==> src/sv/aspb_pkg.sv <==
`timescale 1ns / 1ps
`default_nettype none

package aspb_pkg;

	// Item kinds carried in the input tuser field.
	localparam logic [1:0] OP_SAMPLE = 2'd0;
	localparam logic [1:0] OP_SWAP   = 2'd1;
	localparam logic [1:0] OP_READ   = 2'd2;

	// Field widths.
	localparam int OP_W    = 2;
	localparam int CODE_W  = 12;
	localparam int IDX_W   = 10;
	localparam int VOLT_W  = 17;
	localparam int ACC_W   = 25;
	localparam int CNT_W   = 11;
	localparam int TOTAL_W = 48;
	localparam int WGT_W   = 16;

	// Reset value of the smoothing weight, about 0.999 in Q0.16.
	localparam logic [WGT_W-1:0] WEIGHT_RESET = 16'd65470;

	// Code to volts: (code * 1.8 V in Q16 + 2047) / 4095.
	localparam int unsigned FULL_SCALE_Q16 = 117965;
	localparam int unsigned CODE_MAX       = 4095;
	localparam int unsigned CODE_ROUND     = 2047;

	// The scaled code stays below 2^29, so a 30-bit reciprocal with a 41-bit
	// shift gives the exact quotient for every code.
	localparam int PROD_W      = 29;
	localparam int RECIP_W     = 30;
	localparam int RECIP_SHIFT = 41;
	localparam longint unsigned RECIP_FULL =
		((64'd1 << RECIP_SHIFT) + 64'(CODE_MAX) - 64'd1) / 64'(CODE_MAX);
	localparam logic [RECIP_W-1:0] RECIP_MULT = RECIP_W'(RECIP_FULL);

endpackage

`default_nettype wire

==> src/sv/aspb_average.sv <==
`timescale 1ns / 1ps
`default_nettype none

// Exponential average, kept with eight extra fraction bits.
// The blend w*acc + (1-w)*target is rewritten as acc + (1-w)*(target-acc),
// so the loop holds a single multiplier.
module aspb_average (
	input  wire                           clk,
	input  wire                           arst_n,
	input  wire                           update,
	input  wire  [aspb_pkg::VOLT_W-1:0]   volt,
	input  wire  [aspb_pkg::WGT_W-1:0]    weight,
	output logic [aspb_pkg::VOLT_W-1:0]   avg_out
);

	localparam int ACC_W  = aspb_pkg::ACC_W;
	localparam int DIFF_W = ACC_W + 1;
	localparam int GAIN_W = aspb_pkg::WGT_W + 2;
	localparam int MUL_W  = DIFF_W + GAIN_W;

	logic [ACC_W-1:0]         acc_q;
	logic                     seeded_q;
	logic [ACC_W-1:0]         target;
	logic [aspb_pkg::WGT_W:0] gain;
	logic signed [DIFF_W-1:0] diff;
	logic signed [GAIN_W-1:0] gain_s;
	logic signed [MUL_W-1:0]  prod;
	logic signed [MUL_W-1:0]  prod_rnd;
	logic signed [MUL_W-1:0]  step;
	logic [ACC_W-1:0]         acc_new;
	logic [ACC_W-1:0]         acc_src;
	logic [ACC_W:0]           acc_rnd;

	// Weight of the new sample and the signed distance to the target.
	assign target   = {volt, 8'd0};
	assign gain     = (17'd1 << aspb_pkg::WGT_W) - {1'b0, weight};
	assign gain_s   = $signed({1'b0, gain});
	assign diff     = $signed({1'b0, target}) - $signed({1'b0, acc_q});
	assign prod     = diff * gain_s;
	assign prod_rnd = prod + $signed(MUL_W'(32768));
	assign step     = prod_rnd >>> aspb_pkg::WGT_W;

	// The first sample seeds the average.
	assign acc_new = seeded_q ? (acc_q + step[ACC_W-1:0]) : target;

	always_ff @(posedge clk or negedge arst_n) begin
		if (!arst_n) begin
			acc_q    <= '0;
			seeded_q <= 1'b0;
		end else if (update) begin
			acc_q    <= acc_new;
			seeded_q <= 1'b1;
		end
	end

	// Rounded average as seen after this transaction.
	assign acc_src = update ? acc_new : acc_q;
	assign acc_rnd = {1'b0, acc_src} + (ACC_W + 1)'(128);
	assign avg_out = acc_rnd[8 +: aspb_pkg::VOLT_W];

endmodule

`default_nettype wire

==> config.mk <==
export PLATFORM = sky130hd
export DESIGN_NAME = aspb_average
export DESIGN_NICKNAME = d
export VERILOG_FILES = /design/src/sv/aspb_pkg.sv /design/src/sv/aspb_average.sv
export SDC_FILE = /design/constraint.sdc
export NUM_CORES = 1
export LEC_CHECK = 0
export BUFFER_PORTS_ARGS = -buffer_cell sky130_fd_sc_hd__buf_2
export CAP_MARGIN = 20
export CORE_UTILIZATION = 40
export CTS_CLUSTER_SIZE = 25
export DETAILED_ROUTE_END_ITERATION = 7
export PLACE_DENSITY = 0.57
export SYNTH_ARGS = -nofsm -noshare
export SYNTH_HDL_FRONTEND = slang
export SYNTH_SLANG_ARGS = --single-unit
==> constraint.sdc <==
create_clock -name clk -period 16.7 [get_ports clk]
set_input_delay 1.67 -clock clk [delete_from_list [all_inputs] [get_ports clk]]
set_output_delay 1.67 -clock clk [all_outputs]
set_load 0.02 [all_outputs]
Yosys cells after proc, flatten, opt, wreduce, memory -nomap -nowiden --
Cells that the tools add are included. W data, S select, Z words.
Cells by class: add/subtract/negate cells 5, multiply operators 1, multiplexer cells 2
Operators by type and width (number):
- $mux W25 | 2
- $add A41 B17 Y41 const B | 1
- $mul A26 B18 Y41 | 1
- $sub A25 B25 Y26 | 1
- $add A25 B25 Y25 | 1
- $add A25 B8 Y25 const B | 1
- $sub A17 B16 Y17 const A | 1
Storage, ports and cells: register bits after elaboration 26, bits of input ports 36, output and inout bits 17, word-level logic and storage cells 10

Logic depth before layout (Yosys ltp) --
depth in word-level cells 7, depth in mapped cells 50, gate-level depth less buffers 47

Worst setup path before layout --
No wires, ideal clock.
path kind input -> output, from input volt[3] in the netlist's numbering, to output avg_out[16] in the netlist's numbering, arrival 11.829 ns, required time 15.030 ns, setup slack 3.201 ns, stages 44, cell sequence ha_1 -> or3_1 -> a21oi_1 -> a211oi_1 -> o41a_1 -> and2_1 -> nand3_1 -> a21oi_1 -> a21o_1 -> a21o_1 -> xnor2_1 -> clkbuf_1 -> nor2_1 -> fa_1 -> fa_1 -> ha_1 -> inv_1 -> fa_1 -> [8 not listed] -> inv_1 -> nor3_1 -> o21bai_1 -> and2_1 -> o21a_1 -> nor2_1 -> ha_1 -> a211o_1 -> nand2b_1 -> o32a_1 -> o31ai_1 -> nand3_1 -> a31oi_1 -> o211ai_1 -> and3b_1 -> nand3_1 -> a2111oi_0 -> xor2_1
Between the ends: longest elaborated chain between the ends 7
RTL lines:
- from (decl) | RTL line aspb_average.sv:11 | input wire [aspb_pkg::VOLT_W-1:0] volt,
- $sub A25 B25 Y26 | RTL line aspb_average.sv:38 | assign diff = $signed({1'b0, target}) - $signed({1'b0, acc_q});
- $mul A26 B18 Y41 | RTL line aspb_average.sv:39 | assign prod = diff * gain_s;
- $add A41 B17 Y41 | RTL line aspb_average.sv:40 | assign prod_rnd = prod + $signed(MUL_W'(32768));
- $add A25 B25 Y25 | RTL line aspb_average.sv:44 | assign acc_new = seeded_q ? (acc_q + step[ACC_W-1:0]) : target;
- $mux W25 | RTL line aspb_average.sv:44
- $mux W25 | RTL line aspb_average.sv:57 | assign acc_src = update ? acc_new : acc_q;
- net acc_src[16] | RTL line aspb_average.sv:31 | logic [ACC_W-1:0] acc_src;
- $add A25 B8 Y25 | RTL line aspb_average.sv:58 | assign acc_rnd = {1'b0, acc_src} + (ACC_W + 1)'(128);
- to (decl) | RTL line aspb_average.sv:13 | output logic [aspb_pkg::VOLT_W-1:0] avg_out
The timed path passes the listed nets, and every way through them passes these cells.

Worst setup path after layout --
from input weight[0] in the netlist's numbering, to output avg_out[16] in the netlist's numbering
Between the ends: longest elaborated chain between the ends 7
RTL lines:
- from (decl) | RTL line aspb_average.sv:12 | input wire [aspb_pkg::WGT_W-1:0] weight,
- $sub A17 B16 Y17 | RTL line aspb_average.sv:36 | assign gain = (17'd1 << aspb_pkg::WGT_W) - {1'b0, weight};
- $mul A26 B18 Y41 | RTL line aspb_average.sv:39
- $add A41 B17 Y41 | RTL line aspb_average.sv:40
- $add A25 B25 Y25 | RTL line aspb_average.sv:44
- $mux W25 | RTL line aspb_average.sv:44
- $mux W25 | RTL line aspb_average.sv:57
- net acc_src[24] | RTL line aspb_average.sv:31
- $add A25 B8 Y25 | RTL line aspb_average.sv:58
The timed path passes the listed nets, and every way through them passes these cells.

==> summary.txt <==
STA
  – Endpoints failing hold: 0
  – Clock skew: about 0.006 ns
  – Max-slew headroom: around a third
  – Setup-failing EPs final: 0
  – Setup repair after global routing missed its margin: false
  – Final clock period utilization by the worst path: between 90% and 100%
  – Setup slack after layout: roughly 1.4 ns
  – Transition time at the pin with the least slew margin: 0.996 ns
  – Slew Limit Fails: 0
  – Min cycle time layout: 15.33 ns
  – Achievable clock frequency: around 65 MHz
  – Setup total negative slack: 0 ns

Routing
  – Wirelength per Cell: approximately 19 um
  – Remaining number of nets flagged by the antenna check after routing: 0
  – Post-detailed-route via-to-cell ratio: roughly 5
  – Router iterations before antenna repair: 5
  – Total wire length after detailed routing: roughly 53000 um
  – DRC violation count after routing: 0
  – Detailed Route Iter0 Violations: approximately 870
  – Number of vias in the routed layout: 14400

Final layout
  – Final layout net count: between 2000 and 3000
  – Area Overhead vs Synth: 7.28%
  – Diodes inserted: 0
  – # fillers: roughly 4600
  – Post-layout instance area: 19700 um2
  – Most used cells in the layout excluding fill and tap cells: inv_1 (521), fa_1 (411), nor2_1 (308), nand2_1 (234), ha_1 (168)
  – Leading cell type in the layout, fill and taps excluded: inv_1
  – Share of cells above drive strength 1: about 5.5%
  – Multi-input logic area: between 15000 and 20000 um2
  – Register cell area after layout: 651 um2
  – Number of standard cells in the layout, taps in and fillers out: between 2000 and 3000

Critical path
  – Kind of capture point of the worst setup path: output pin
  – Critical path startpoint: weight[0]
  – FF-to-FF End: acc_q[24]
  – Worst setup path category: in -> out
  – Crit Path Max Fanout: 17
  – Slowest cell on the critical path: nor4_1
  – Required time at the worst-slack endpoint: ~15 ns
  – CP max stage delay: 0.81 ns
  – Element type at the critical path start: input port
  – Critical path capture point: avg_out[16]
  – Launch point of the worst reg-to-reg path: acc_q[0]
  – Library cell appearing most often on the critical path: fa_1
  – Depth of the worst register-to-register path: 46
  – Slack of the worst reg-to-reg path: between 4 and 5 ns
  – Arr. time, crit path: approximately 14 ns

Clock tree
  – Setup Buffers After CTS: 0
  – Sink Count: 26
  – Count of hold buffers inserted by post-cts repair: 0
  – Maximum clock insertion buffer count: 2
  – Number of buffers inserted during clock tree synthesis: 3
  – Number of instances resized during post-cts repair: 0
  – CTS tree: done
  – H-tree levels: 1
  – Root buffer cell: clkbuf_16
  – Skew-Pair Late Insertion Delay: about 0.28 ns
  – Clock-pin slew on the worst setup and hold paths: roughly 0.08 ns

Synth
  – Combined area of all synthesized cells: about 18000 um2
  – Synth Flop Type: dfrtp_1
  – Sequential area share after synthesis: ~3.6%
  – Cell count after synthesis: ~2200
  – Syn Area/Cell: between 8 and 9 um2
  – Number of synthesized register bits: 26
  – Number of flops mapped to enable cells by yosys: 0
  – Netlist cell types: 63
  – Post-synth ARST share: 100%
  – Number of nets in the synthesized netlist: between 2000 and 3000
  – Total number of yosys warnings: 0

Placement
  – Count of input and output buffers: between 50 and 60
  – Post-place instance area: around 20000 um2
  – Placed Cells incl. Taps: roughly 2800
  – Pre-CTS worst setup slack: between 1 and 1.5 ns
  – Placer's final routability congestion estimate: between 0.9 and 1
  – Placed wire-length estimate: around 45000 um

Die
  – Cell row count: between 70 and 80
  – Die width: around 220 um
  – Num ports: 53
  – Core region area: 45300 um2
  – Initial Util: between 40% and 50%
  – Die outline height: about 220 um
  – Total die area: roughly 47000 um2

Global routing
  – Pin count of the biggest net entering global routing: 27
  – Total global-route track usage: 23.9%
  – GRT Residual Overflow: 0
  – Global-route wire length before repair: approximately 86000 um
  – Vias in the first global route: roughly 15000
  – Number of antenna violations at the first check in global routing: 0

Run
  – Maximum capacitance violations: 0

Hold path
  – Min-delay worst type: reg -> reg

Status
  – Run status: finished, final reports clean
## critical path: cells and delay by family
family	cells	cell delay (ns)
xor+xnor	5	1.53
fa+ha+maj	8	3.71
buf+inv	8	1.43
simple gates	10	2.66
compound gates	9	2.63
## cell usage after synthesis (all sizes together) (4+ instances only)
library cell    n  area (um2)
a211oi         11        87.6
fa            411        8230
clkbuf         63         236
inv           522        1960
mux2i           7        70.1
o21ai          27         135
dfrtp          26         651
nand2b          6        37.5
nor3           19        95.1
or3             9        56.3
ha            168        2100
nand4           9        56.3
nor2b          10        62.6
and2            7        43.8
xnor2          84         736
xor2           49         429
a22oi           5        37.5
a21oi          41         205
nor2          308        1160
o21bai          4        30.0
nand3b          4        30.0
a31oi           9        56.3
nand2         234         878
a21o           25         188
a211o           4        35.0
a221o           4        40.0
nand3          22         110
o21a           17         128
## cells by family (layout without fill, tap and decap cells)
logic type      after synthesis  count (layout)  share of synthesized area (%)
buf+inv                     587             629                           12.0
flops                        26              26                           3.55
mux                           9               9                          0.505
compound gates              179             179                           6.63
xor+xnor                    134             134                           6.48
simple gates                644             644                           14.4
fa+ha+maj                   579             579                           56.4
## per-stage QoR
stage	utilization, %	hold WS, ns
after floorplan	-	0.521
after global placement	43.2	0.614
after detailed placement	43.2	0.616
after CTS	43.4	0.637
after global routing	43.4	0.683
final	43.4	0.635
## final cells by class
| cell class | count | share of cell area, % |
|---|---|---|
| multi-input cells | 1545 | 79.1 |
| repair buffers | 101 | 3.20 |
| well taps | 600 | 3.82 |
| clock buffers | 3 | 0.382 |
| inverters | 524 | 10.0 |
| clock inverters | 1 | 0.153 |
| flip-flops and latches | 26 | 3.31 |
## worst min-delay path by stage
stage,from,end,slack (ns),cells after the start
2_1_floorplan,acc_q[23],acc_q[23],0.52,2
3_3_place_gp,acc_q[9],acc_q[9],0.61,2
3_5_place_dp,acc_q[23],acc_q[23],0.62,2
4_1_cts,acc_q[23],acc_q[23],0.64,2
5_1_grt,acc_q[2],acc_q[2],0.68,2
6_report,acc_q[23],acc_q[23],0.64,2
## per-layer routing
layer	GRT usage (%)	wire [um]	vias up
met2	41.5	26100	412
li1	-	-	6541
met3	2.49	2630	87
met5	0	0	-
met4	6.67	1770	0
met1	31.6	22800	7353
## registers in the layout, indices dropped and copies added (netlist names)
| name | flops |
|---|---|
| acc_q | 25 |
| seeded_q | 1 |
Power is not shown: default switching activity piles up to over one toggle a cycle in this logic, so the estimate is an artifact.
