`src/sv/aspb_pkg.sv`:
```
`timescale 1ns / 1ps
`default_nettype none

package aspb_pkg;

	// Item kinds carried in the input tuser field.
	localparam logic [1:0] OP_SAMPLE = 2'd0;
	localparam logic [1:0] OP_SWAP   = 2'd1;
	localparam logic [1:0] OP_READ   = 2'd2;

	// Field widths.
	localparam int OP_W    = 2;
	localparam int CODE_W  = 12;
	localparam int IDX_W   = 10;
	localparam int VOLT_W  = 17;
	localparam int ACC_W   = 25;
	localparam int CNT_W   = 11;
	localparam int TOTAL_W = 48;
	localparam int WGT_W   = 16;

	// Reset value of the smoothing weight, about 0.999 in Q0.16.
	localparam logic [WGT_W-1:0] WEIGHT_RESET = 16'd65470;

	// Code to volts: (code * 1.8 V in Q16 + 2047) / 4095.
	localparam int unsigned FULL_SCALE_Q16 = 117965;
	localparam int unsigned CODE_MAX       = 4095;
	localparam int unsigned CODE_ROUND     = 2047;

	// The scaled code stays below 2^29, so a 30-bit reciprocal with a 41-bit
	// shift gives the exact quotient for every code.
	localparam int PROD_W      = 29;
	localparam int RECIP_W     = 30;
	localparam int RECIP_SHIFT = 41;
	localparam longint unsigned RECIP_FULL =
		((64'd1 << RECIP_SHIFT) + 64'(CODE_MAX) - 64'd1) / 64'(CODE_MAX);
	localparam logic [RECIP_W-1:0] RECIP_MULT = RECIP_W'(RECIP_FULL);

endpackage

`default_nettype wire

```
`src/sv/aspb_convert.sv`:
```
`timescale 1ns / 1ps
`default_nettype none

// Two-stage conversion of a 12-bit code to volts in Q16.
module aspb_convert (
	input  wire                           clk,
	input  wire                           en_s1,
	input  wire                           en_s2,
	input  wire  [aspb_pkg::CODE_W-1:0]   code,
	output logic [aspb_pkg::VOLT_W-1:0]   volt_s2
);

	localparam int QPROD_W = aspb_pkg::PROD_W + aspb_pkg::RECIP_W;

	logic [aspb_pkg::PROD_W-1:0] scaled_s1;
	logic [QPROD_W-1:0]          quot_prod;

	// First stage: scale by full scale and add the rounding offset.
	always_ff @(posedge clk) begin
		if (en_s1) begin
			scaled_s1 <= aspb_pkg::PROD_W'(code) * aspb_pkg::PROD_W'(aspb_pkg::FULL_SCALE_Q16)
				+ aspb_pkg::PROD_W'(aspb_pkg::CODE_ROUND);
		end
	end

	// Second stage: divide by the code range through the reciprocal.
	assign quot_prod = QPROD_W'(scaled_s1) * QPROD_W'(aspb_pkg::RECIP_MULT);

	always_ff @(posedge clk) begin
		if (en_s2) begin
			volt_s2 <= quot_prod[aspb_pkg::RECIP_SHIFT +: aspb_pkg::VOLT_W];
		end
	end

endmodule

`default_nettype wire

```
`config.mk`:
```
export PLATFORM = sky130hd
export DESIGN_NAME = aspb_convert
export DESIGN_NICKNAME = d
export VERILOG_FILES = /design/src/sv/aspb_pkg.sv /design/src/sv/aspb_convert.sv
export SDC_FILE = /design/constraint.sdc
export NUM_CORES = 1
export LEC_CHECK = 0
export BUFFER_PORTS_ARGS = -buffer_cell sky130_fd_sc_hd__buf_2
export CORE_MARGIN = 2
export CORE_UTILIZATION = 55
export CTS_CLUSTER_DIAMETER = 150
export CTS_CLUSTER_SIZE = 8
export DETAILED_ROUTE_END_ITERATION = 16
export GPL_ROUTABILITY_DRIVEN = 1
export PLACE_DENSITY = 0.72
export SLEW_MARGIN = 20
export SYNTH_ARGS = -nofsm -noshare
export SYNTH_HDL_FRONTEND = slang
export SYNTH_SLANG_ARGS = --single-unit
```
`constraint.sdc`:
```
create_clock -name clk -period 15.9 [get_ports clk]
set_input_delay 3.18 -clock clk [delete_from_list [all_inputs] [get_ports clk]]
set_output_delay 3.18 -clock clk [all_outputs]
set_load 0.005 [all_outputs]
```
Word-level counts from Yosys, hierarchy flattened
Index checks and enable logic that the tools add are counted.
{ "classes": {"mux": 0, "n_reduce_logical": 0, "mul": 2, "bitwise": 0, "n_div": 0, "order_cmp": 0, "n_shift": 0, "addsub": 1, "eq_ne": 0} }
{ "op_table": {"columns": ["op", "count"], "rows": [
  ["29-bit by 30-bit multiplier with 58-bit output (second input constant)", 1],
  ["29-bit by 11-bit adder with 29-bit output (second input constant)", 1],
  ["12-bit by 17-bit multiplier with 29-bit output (second input constant)", 1]
]} }
{ "totals": {"mem_bits_ro": 0, "latchBits": 0, "reg_bits": 46, "out_inout_bits": 17, "input_bits": 15, "n_memories": 0, "word_cells": 5, "mem_bits_rw": 0} }

Longest topological paths before layout
Gate-level depths: netlist of the first run.
{ "logic_depth": {"ltp_word": 2, "ltp_mapped": 21, "ltp_nobuf": 20} }

Worst setup path before layout of the first run
Ideal clock, no wire load.
{ "synth_path": {"kind": "input port to flip-flop", "start": "input port code[10] (netlist name)", "end": "register scaled_s1[26] (netlist name), data pin", "path_buffers": 0, "required_time_ns": 15.638, "slack_ns": 8.168, "cell_stages": 18, "t_arrival_ns": 7.469, "path_cell_list": "inv_1 > ha_1 > fa_1 > xnor2_1 > ha_1 > fa_1 > inv_1 > fa_1 > inv_1 > ha_1 > a211oi_1 > o211ai_1 > or2_2 > o21bai_1 > a31oi_1 > a21oi_1 > o21bai_1 > xor2_1"} }
{ "synth_via": {"elab_chain_cells": 2} }
{ "synth_lines": {"columns": ["item", "line_no", "text"], "rows": [
  ["start: declaration", "aspb_convert.sv:9", "input wire [aspb_pkg::CODE_W-1:0] code,"],
  ["12-bit by 17-bit multiplier with 29-bit output", "aspb_convert.sv:21", "scaled_s1 <= aspb_pkg::PROD_W'(code) * aspb_pkg::PROD_W'(aspb_pkg::FULL_SCALE_Q16)"],
  ["29-bit by 11-bit adder with 29-bit output", "aspb_convert.sv:22", "+ aspb_pkg::PROD_W'(aspb_pkg::CODE_ROUND);"],
  ["end signal: assignment", "aspb_convert.sv:21", null],
  ["end: declaration", "aspb_convert.sv:15", "logic [aspb_pkg::PROD_W-1:0] scaled_s1;"]
]} }
Every way passes these cells.
A chain may end at the register's enable or synchronous reset.

Worst setup path in the final report of the first run
Same ends and word-level chain as after synthesis.

==> results.md, run 1 <==
* Synthesized area divided by synthesized cell count at 10.0 sq um
* Summed negative setup slack over all endpoints at 0 ns
* Cell Rows at 48
* Top_reg_cell synth: edfxtp_1
* Hpwl dp at ~17 mm
* Maximum capacitance violations at 0
* Global-route congestion overflow total at 0
* Type of the most critical hold path: reg -> reg
* Category of the worst setup path launch point: primary input
* Worst endpoint data arrival time at ~8.0 ns
* Count of clock tree sinks at 46
* Worst Clk Skew at roughly 0.0090 ns
* Finished Core Util at about 60%
* Destination of the worst register-to-register timing path: volt_s2[14]
* Async S/R FF share, synth at 0%
* Area added between synthesis and finish at 5.83%
* Maximum clock insertion buffer count at 2
* Number of vias after detailed routing at approximately 6500
* Setup slack of the worst register-to-register path at 10.99 ns
* DRT Wirelength at 18.7 mm
* Leading cell type in the layout, fill and taps excluded: ha_1
* # resized after CTS at 0
* TritonCTS Buffers at 5
* Net count after synthesis at roughly 1400
* GR Util met1 at between 20 and 30%
* Final weighted congestion of routability-driven global placement at ~0.9
* CTS tree: yes
* Number of flip-flops and latches in the synthesized netlist at 46
* Fraction of final layout cells sized beyond drive strength 1 at approximately 5.3%
* Largest net degree at the start of global routing at 30
* Post-synth EDFFs at 46
* Commonest non-fill, non-tap cells in the layout: ha_1 (299), inv_1 (211), fa_1 (82)
* Die X-Extent at between 100 and 150 microns
* Final period utilization at between 50% and 60%
* Vias in the first global route at about 6500
* Cell variety after synth at 49
* Startpoint of the lowest-slack register-to-register path: scaled_s1[19]
* Critical path class: in -> reg
* Cell at the root of the clock tree: clkbuf_16
* Final setup violation count at 0
* Unrepaired setup endpoints after global routing: no
* Worst Hold Endpoint: volt_s2[16]
* Buffers on Ports at 31
* Post-detailed-route wirelength per cell at 15.3 microns
* Cell area after technology mapping at 9590 sq um
* Full die area at 18500 sq um
* Largest area contributor in the synthesized netlist: ha_1
* Initial Util at about 56%
* Number of antenna violations at the first check in global routing at 0
* Boundary Pins at 32
* Top Usage Layer GRT: met2
* Detailed Routing Iterations Pass 1 at 4
* Residual DRC at 0
* Antenna Diode Count at 0
* Sequential-to-total area share from yosys stat at 14.4%
* Number of H-tree levels at 2
* CTS Hold Bufs at 0
* Start point of the worst min-delay path: scaled_s1[28]
* Global-route wire length before repair at slightly above 30 mm
* Max Clk Rate at about 0.13 GHz
* Global router's overall resource usage at between 20% and 30%
* Routed vias/inst at between 5 and 6
* Share of Yosys cell area claimed by the top area cell type at between 30 and 40%
* Syn Inst Count at roughly 960
* Critical path fanouts, max at 6
* Relative slew margins at between 50% and 60%
* R2R depth at 18
* Number of DRC markers after the initial detailed-route iteration at 264
* Synth Warn # at 0
* Data required time of the worst path at approximately 16 ns
* Worst Setup End Kind: register
* Fill count at 1509
* Biggest area contributors in the synthesized netlist: ha_1 (39%), fa_1 (17%), edfxtp_1 (14%)
* Placeable Area at roughly 17000 sq um
* Final Critical Period at ~8 ns
* Worst skew pair latency at slightly below 0.3 ns
* Clock-pin slew on the worst setup and hold paths at roughly 0.06 ns
* Number of nets with antenna violations after detailed routing at 0
* Number of endpoints with negative hold slack in the final report at 0
* GR Layer Usage met2 at a little over a third
* Count of buffers added by post-CTS timing repair for setup at 0
* Total count of max-transition violations in the final report at 0
* Slew at the pin closest to its max-slew limit at 0.617 ns
* Run status: completed
* Floorplan die height at 136 microns
* Met3 GRT Util at approximately 2.7%
* Cell depth of the worst min-delay path at 1
* Net count reported at finish at approximately 1400
## per-stage QoR
| step | hold slack (ns) | std cells | area (sq um) | setup slack [ns] |
|---|---|---|---|---|
| 3_3_place_gp | 0.690 | 1209 | 10000 | 7.73 |
| 6_report | 0.678 | 1217 | 10100 | 7.94 |
| 4_1_cts | 0.700 | 1217 | 10100 | 7.96 |
| 2_1_floorplan | 0.580 | 956 | 9590 | 8.17 |
| 5_1_grt | 0.711 | 1217 | 10100 | 7.66 |
| 3_5_place_dp | 0.685 | 1209 | 10000 | 7.66 |
## sequential cells by signal (all words and copies together), names as in the netlist
name / flops
volt_s2: 17
scaled_s1: 29
## metal layers
metal  share of wire (%)  wire length [microns]
met4                 1.9                    357
met2                  48                   8880
met5                   0                      0
met3                 3.0                    560
met1                  47                   8860
## cell families after synthesis
logic type      synth area share [%]
fa+ha+maj                       56.1
buf+inv                         8.46
compound gates                  11.1
simple gates                    5.61
xor+xnor                        4.29
flops                           14.4
## worst max path at each step
| stage | start | end | slack [ns] | cells past startpoint |
|---|---|---|---|---|
| 5_1_grt | code[10] | scaled_s1[26] | 7.66 | 19 |
| 3_3_place_gp | code[10] | scaled_s1[26] | 7.73 | 19 |
| 3_5_place_dp | code[10] | scaled_s1[26] | 7.66 | 19 |
| 2_1_floorplan | code[10] | scaled_s1[26] | 8.17 | 18 |
| 4_1_cts | code[10] | scaled_s1[26] | 7.96 | 19 |
| 6_report | code[10] | scaled_s1[26] | 7.94 | 19 |
## cells in the mapped netlist, types with 4 or more instances
cell type,instances
o21ai_0,30
inv_1,211
nand3_1,14
a21o_1,19
nand2_1,22
o21bai_1,10
xor2_1,15
edfxtp_1,46
xnor2_1,32
a21oi_1,53
nand4_1,13
a31oi_1,4
nor3_1,7
nor2_1,28
ha_1,299
o21a_1,6
a211oi_1,7
nand2b_1,4
and3_1,7
fa_1,82
## layout make-up
| cell class | instances | area [sq um] | share of cell area [%] |
|---|---|---|---|
| multi-input combinational | 696 | 7390 | 72.9 |
| timing repair buffer | 31 | 155 | 1.53 |
| clock buffer | 6 | 129 | 1.27 |
| sequential | 46 | 1380 | 13.6 |
| tap | 225 | 282 | 2.77 |
| clock inverter | 2 | 12.5 | 0.123 |
| inverter | 211 | 792 | 7.81 |
## worst max-delay path: stages
cell      delay, ns
buf_2          0.15
inv_1          0.10
ha_1           0.35
fa_1           0.63
xnor2_1        0.17
ha_1           0.29
fa_1           0.54
inv_1          0.06
fa_1           0.53
inv_1          0.04
ha_1           0.38
a211oi_1       0.28
o211ai_1       0.15
or2_2          0.31
o21bai_1       0.20
a31oi_1        0.16
a21oi_1        0.26
o21bai_1       0.10
xor2_1         0.14
Power of run 1 is not shown: default switching activity piles up to over one toggle a cycle in this logic, so the estimate is an artifact.
==> run 2: changes to the inputs <==
--- a/config.mk
+++ b/config.mk
@@ -5,6 +5,7 @@
 export SDC_FILE = /design/constraint.sdc
 export NUM_CORES = 1
 export LEC_CHECK = 0
+export ABC_AREA = 1
 export BUFFER_PORTS_ARGS = -buffer_cell sky130_fd_sc_hd__buf_2
 export CORE_MARGIN = 2
 export CORE_UTILIZATION = 55
==> constraint.sdc (replaced) <==
create_clock -name clk -period 7.37 [get_ports clk]
set_input_delay 1.474 -clock clk [delete_from_list [all_inputs] [get_ports clk]]
set_output_delay 1.474 -clock clk [all_outputs]
set_load 0.005 [all_outputs]
==> run 2 against run 1 <==
Synthesized cell count rose by 71%. Setup slack got worse by 6.4 ns. Cell area rose by 23%. Die area rose by 23%. Hold slack improved by 0.11 ns. First-iteration DRC count rose by 71%. Global-route usage rose by 7.8 points. Non-clock buffer count did not move. Count of clock-buffer cells in the layout fell by 1.
==> results.md, run 2 <==
* Critical path fanouts, max at 5
* Post-synth EDFFs at between 40 and 50
* Fill count at about 2000
* Maximum capacitance violations at 0
* Summed negative setup slack over all endpoints at 0 ns
* Largest area contributor in the synthesized netlist: ha_1
* Cell at the slowest stage of the critical path: fa_1
* Synth Warn # at 0
* CTS Hold Bufs at 0
* Number of vias after detailed routing at ~10000
* Total count of max-transition violations in the final report at 0
* Type of the most critical hold path: reg -> reg
* Number of DRC markers after the initial detailed-route iteration at approximately 450
* Regs by FF count: scaled_s1 (29), volt_s2 (17)
* Routed vias/inst at ~5.2
* DRT Wirelength at 31.6 mm
* CTS tree: yes
* Worst endpoint data arrival time at a little under 6 ns
* Top_reg_cell synth: edfxtp_1
* Sequential-to-total area share from yosys stat at 11.6%
* Count of clock tree sinks at 46
* Worst Setup End Kind: register
* CP delay by family, top: adder cells
* Async S/R FF share, synth at 0%
* Buffers on Ports at 31
* Critical path depth at 18
* Full die area at 22800 sq um
* Setup slack of the worst register-to-register path at around 2.7 ns
* Fraction of final layout cells sized beyond drive strength 1 at ~4.2%
* Number of H-tree levels at 2
* Number of nets with antenna violations after detailed routing at 0
* TritonCTS Buffers at 5
* Category of the worst setup path launch point: primary input
* Start point of the worst min-delay path: scaled_s1[27]
* Worst hold slack at ~0.79 ns
* Area added between synthesis and finish at 5.39%
* Worst skew pair latency at around 0.30 ns
* Critical path class: in -> reg
* Detailed Routing Iterations Pass 1 at 5
* Final period utilization at approximately 80%
* Number of flip-flops in the largest register at 29
* Finished Core Util at 59.4%
* Library cell with the highest instance count after synthesis: inv_1
* Cell Rows at 53
* Cell Chain, Critical Path: buf_2 > inv_1 > ha_1 > inv_1 > ha_1 > fa_1 > inv_1 > fa_1 > fa_1 > inv_1 > ha_1 > a21oi_1 > a21boi_0 > o21ai_0 > nand2_1 > nand3_1 > nand2_1 > nand2_1
* Residual DRC at 0
* Register name with the most flops: scaled_s1
* Number of flip-flops and latches in the synthesized netlist at 46
* Leading cell types by count after synthesis: inv_1 (414), nand2_1 (413), ha_1 (299)
* Commonest non-fill, non-tap cells in the layout: inv_1 (414), nand2_1 (413), ha_1 (299)
* Leading cell type in the layout, fill and taps excluded: inv_1
* Synthesized area divided by synthesized cell count at about 7.3 sq um
* Cell variety after synth at 29
* Largest net degree at the start of global routing at 30
* Final weighted congestion of routability-driven global placement at 0.960
* Data required time of the worst path at between 7 and 8 ns
* # resized after CTS at 0
* Hpwl dp at roughly 29 mm
* Global-route wire length before repair at 50.4 mm
* Most frequent cell on the critical path: inv_1
* Number of endpoints with negative hold slack in the final report at 0
* Maximum clock insertion buffer count at 2
* Net count reported at finish at just over 2000
* Share of Yosys cell area claimed by the top area cell type at about a third
* Cell at the root of the clock tree: clkbuf_16
* Net count after synthesis at roughly 2000
* Floorplan die height at approximately 150 microns
* Vias in the first global route at between 10000 and 15000
* Syn Inst Count at 1632
* Last element of the critical path: scaled_s1[23]
* Placeable Area at about 21000 sq um
* Antenna Diode Count at 0
* Post-detailed-route wirelength per cell at roughly 16 microns
* Unrepaired setup endpoints after global routing: no
* CP startpoint: code[8]
* Final setup violation count at 0
* Global router's overall resource usage at 29.0%
* Run status: completed
* Initial Util at 56.4%
* Worst Clk Skew at about 0.011 ns
* Setup ws final at around 1.5 ns
* Biggest area contributors in the synthesized netlist: ha_1 (31%), fa_1 (14%), inv_1 (13%)
* Slowest stage delay, CP at 0.58 ns
* Worst Setup Slack post-DPL at roughly 1.2 ns
* Clock-pin slew on the worst setup and hold paths at around 0.070 ns
* Boundary Pins at 32
* Count of buffers added by post-CTS timing repair for setup at 0
* Slew at the pin closest to its max-slew limit at 0.650 ns
* Cell area after technology mapping at between 10000 and 15000 sq um
* Count of buffering cells on the critical path with inverters included at 5
* R2R depth at 20
* Destination of the worst register-to-register timing path: volt_s2[7]
* Startpoint of the lowest-slack register-to-register path: scaled_s1[23]
* Relative slew margins at ~56%
* Die X-Extent at between 150 and 200 microns
* Number of antenna violations at the first check in global routing at 0
* Global-route congestion overflow total at 0
* Max Clk Rate at ~0.17 GHz
* Final Critical Period at ~5.9 ns
run 2: changes by cell type after synthesis, sizes merged, moves of 11 or more:
cell	change
a21o	-14
a21oi	+11
inv	+207
nand2	+399
nand3	+42
nand4	+15
nor2	+93
xnor2	-25
run 2: metal layers:
metal / vias up / global-route usage, % / share of wire, %
met5: - / 0 / 0
met4: 0 / 15.2 / 5.9
met3: 90 / 2.29 / 3.5
met2: 249 / 54.6 / 51
met1: 4645 / 32.6 / 40
li1: 5151 / - / -
run 2: logic make-up after synthesis:
| kind of cell | after synthesis | share of synthesized area, % |
|---|---|---|
| compound gates | 109 | 4.98 |
| xor+xnor | 26 | 1.92 |
| fa+ha+maj | 381 | 45.3 |
| buf+inv | 418 | 13.2 |
| flops | 46 | 11.6 |
| simple gates | 652 | 23.0 |
run 2: how the worst min path moves through the flow:
stage                   to  slack [ns]  cells past startpoint
6_report       volt_s2[15]        0.79                      2
2_1_floorplan  volt_s2[15]        0.61                      2
3_5_place_dp   volt_s2[15]        0.79                      2
3_3_place_gp   volt_s2[15]        0.77                      2
4_1_cts        volt_s2[15]        0.80                      2
5_1_grt        volt_s2[15]        0.85                      2
run 2: metrics by stage:
stage,std cells,instance area [sq um]
2_1_floorplan,1632,11900
3_3_place_gp,1938,12400
3_5_place_dp,1938,12400
4_1_cts,1946,12500
5_1_grt,1946,12500
6_report,1946,12500
run 2: layout make-up:
class / instances / area (sq um) / share of cell area, %
repair buffers: 31 / 155 / 1.24
flip-flops and latches: 46 / 1380 / 11.0
well taps: 275 / 344 / 2.75
clock inverters: 3 / 16.3 / 0.130
inverters: 418 / 1570 / 12.5
clock buffers: 5 / 125 / 0.999
multi-input cells: 1168 / 8940 / 71.3
run 2: tightest hold or removal path, cell delays in order, from the launching register on:
cell and delay (ns):
edfxtp_1 0.49, nand4_1 0.14, nand2_1 0.07
Power of run 2 is left out for the same reason.
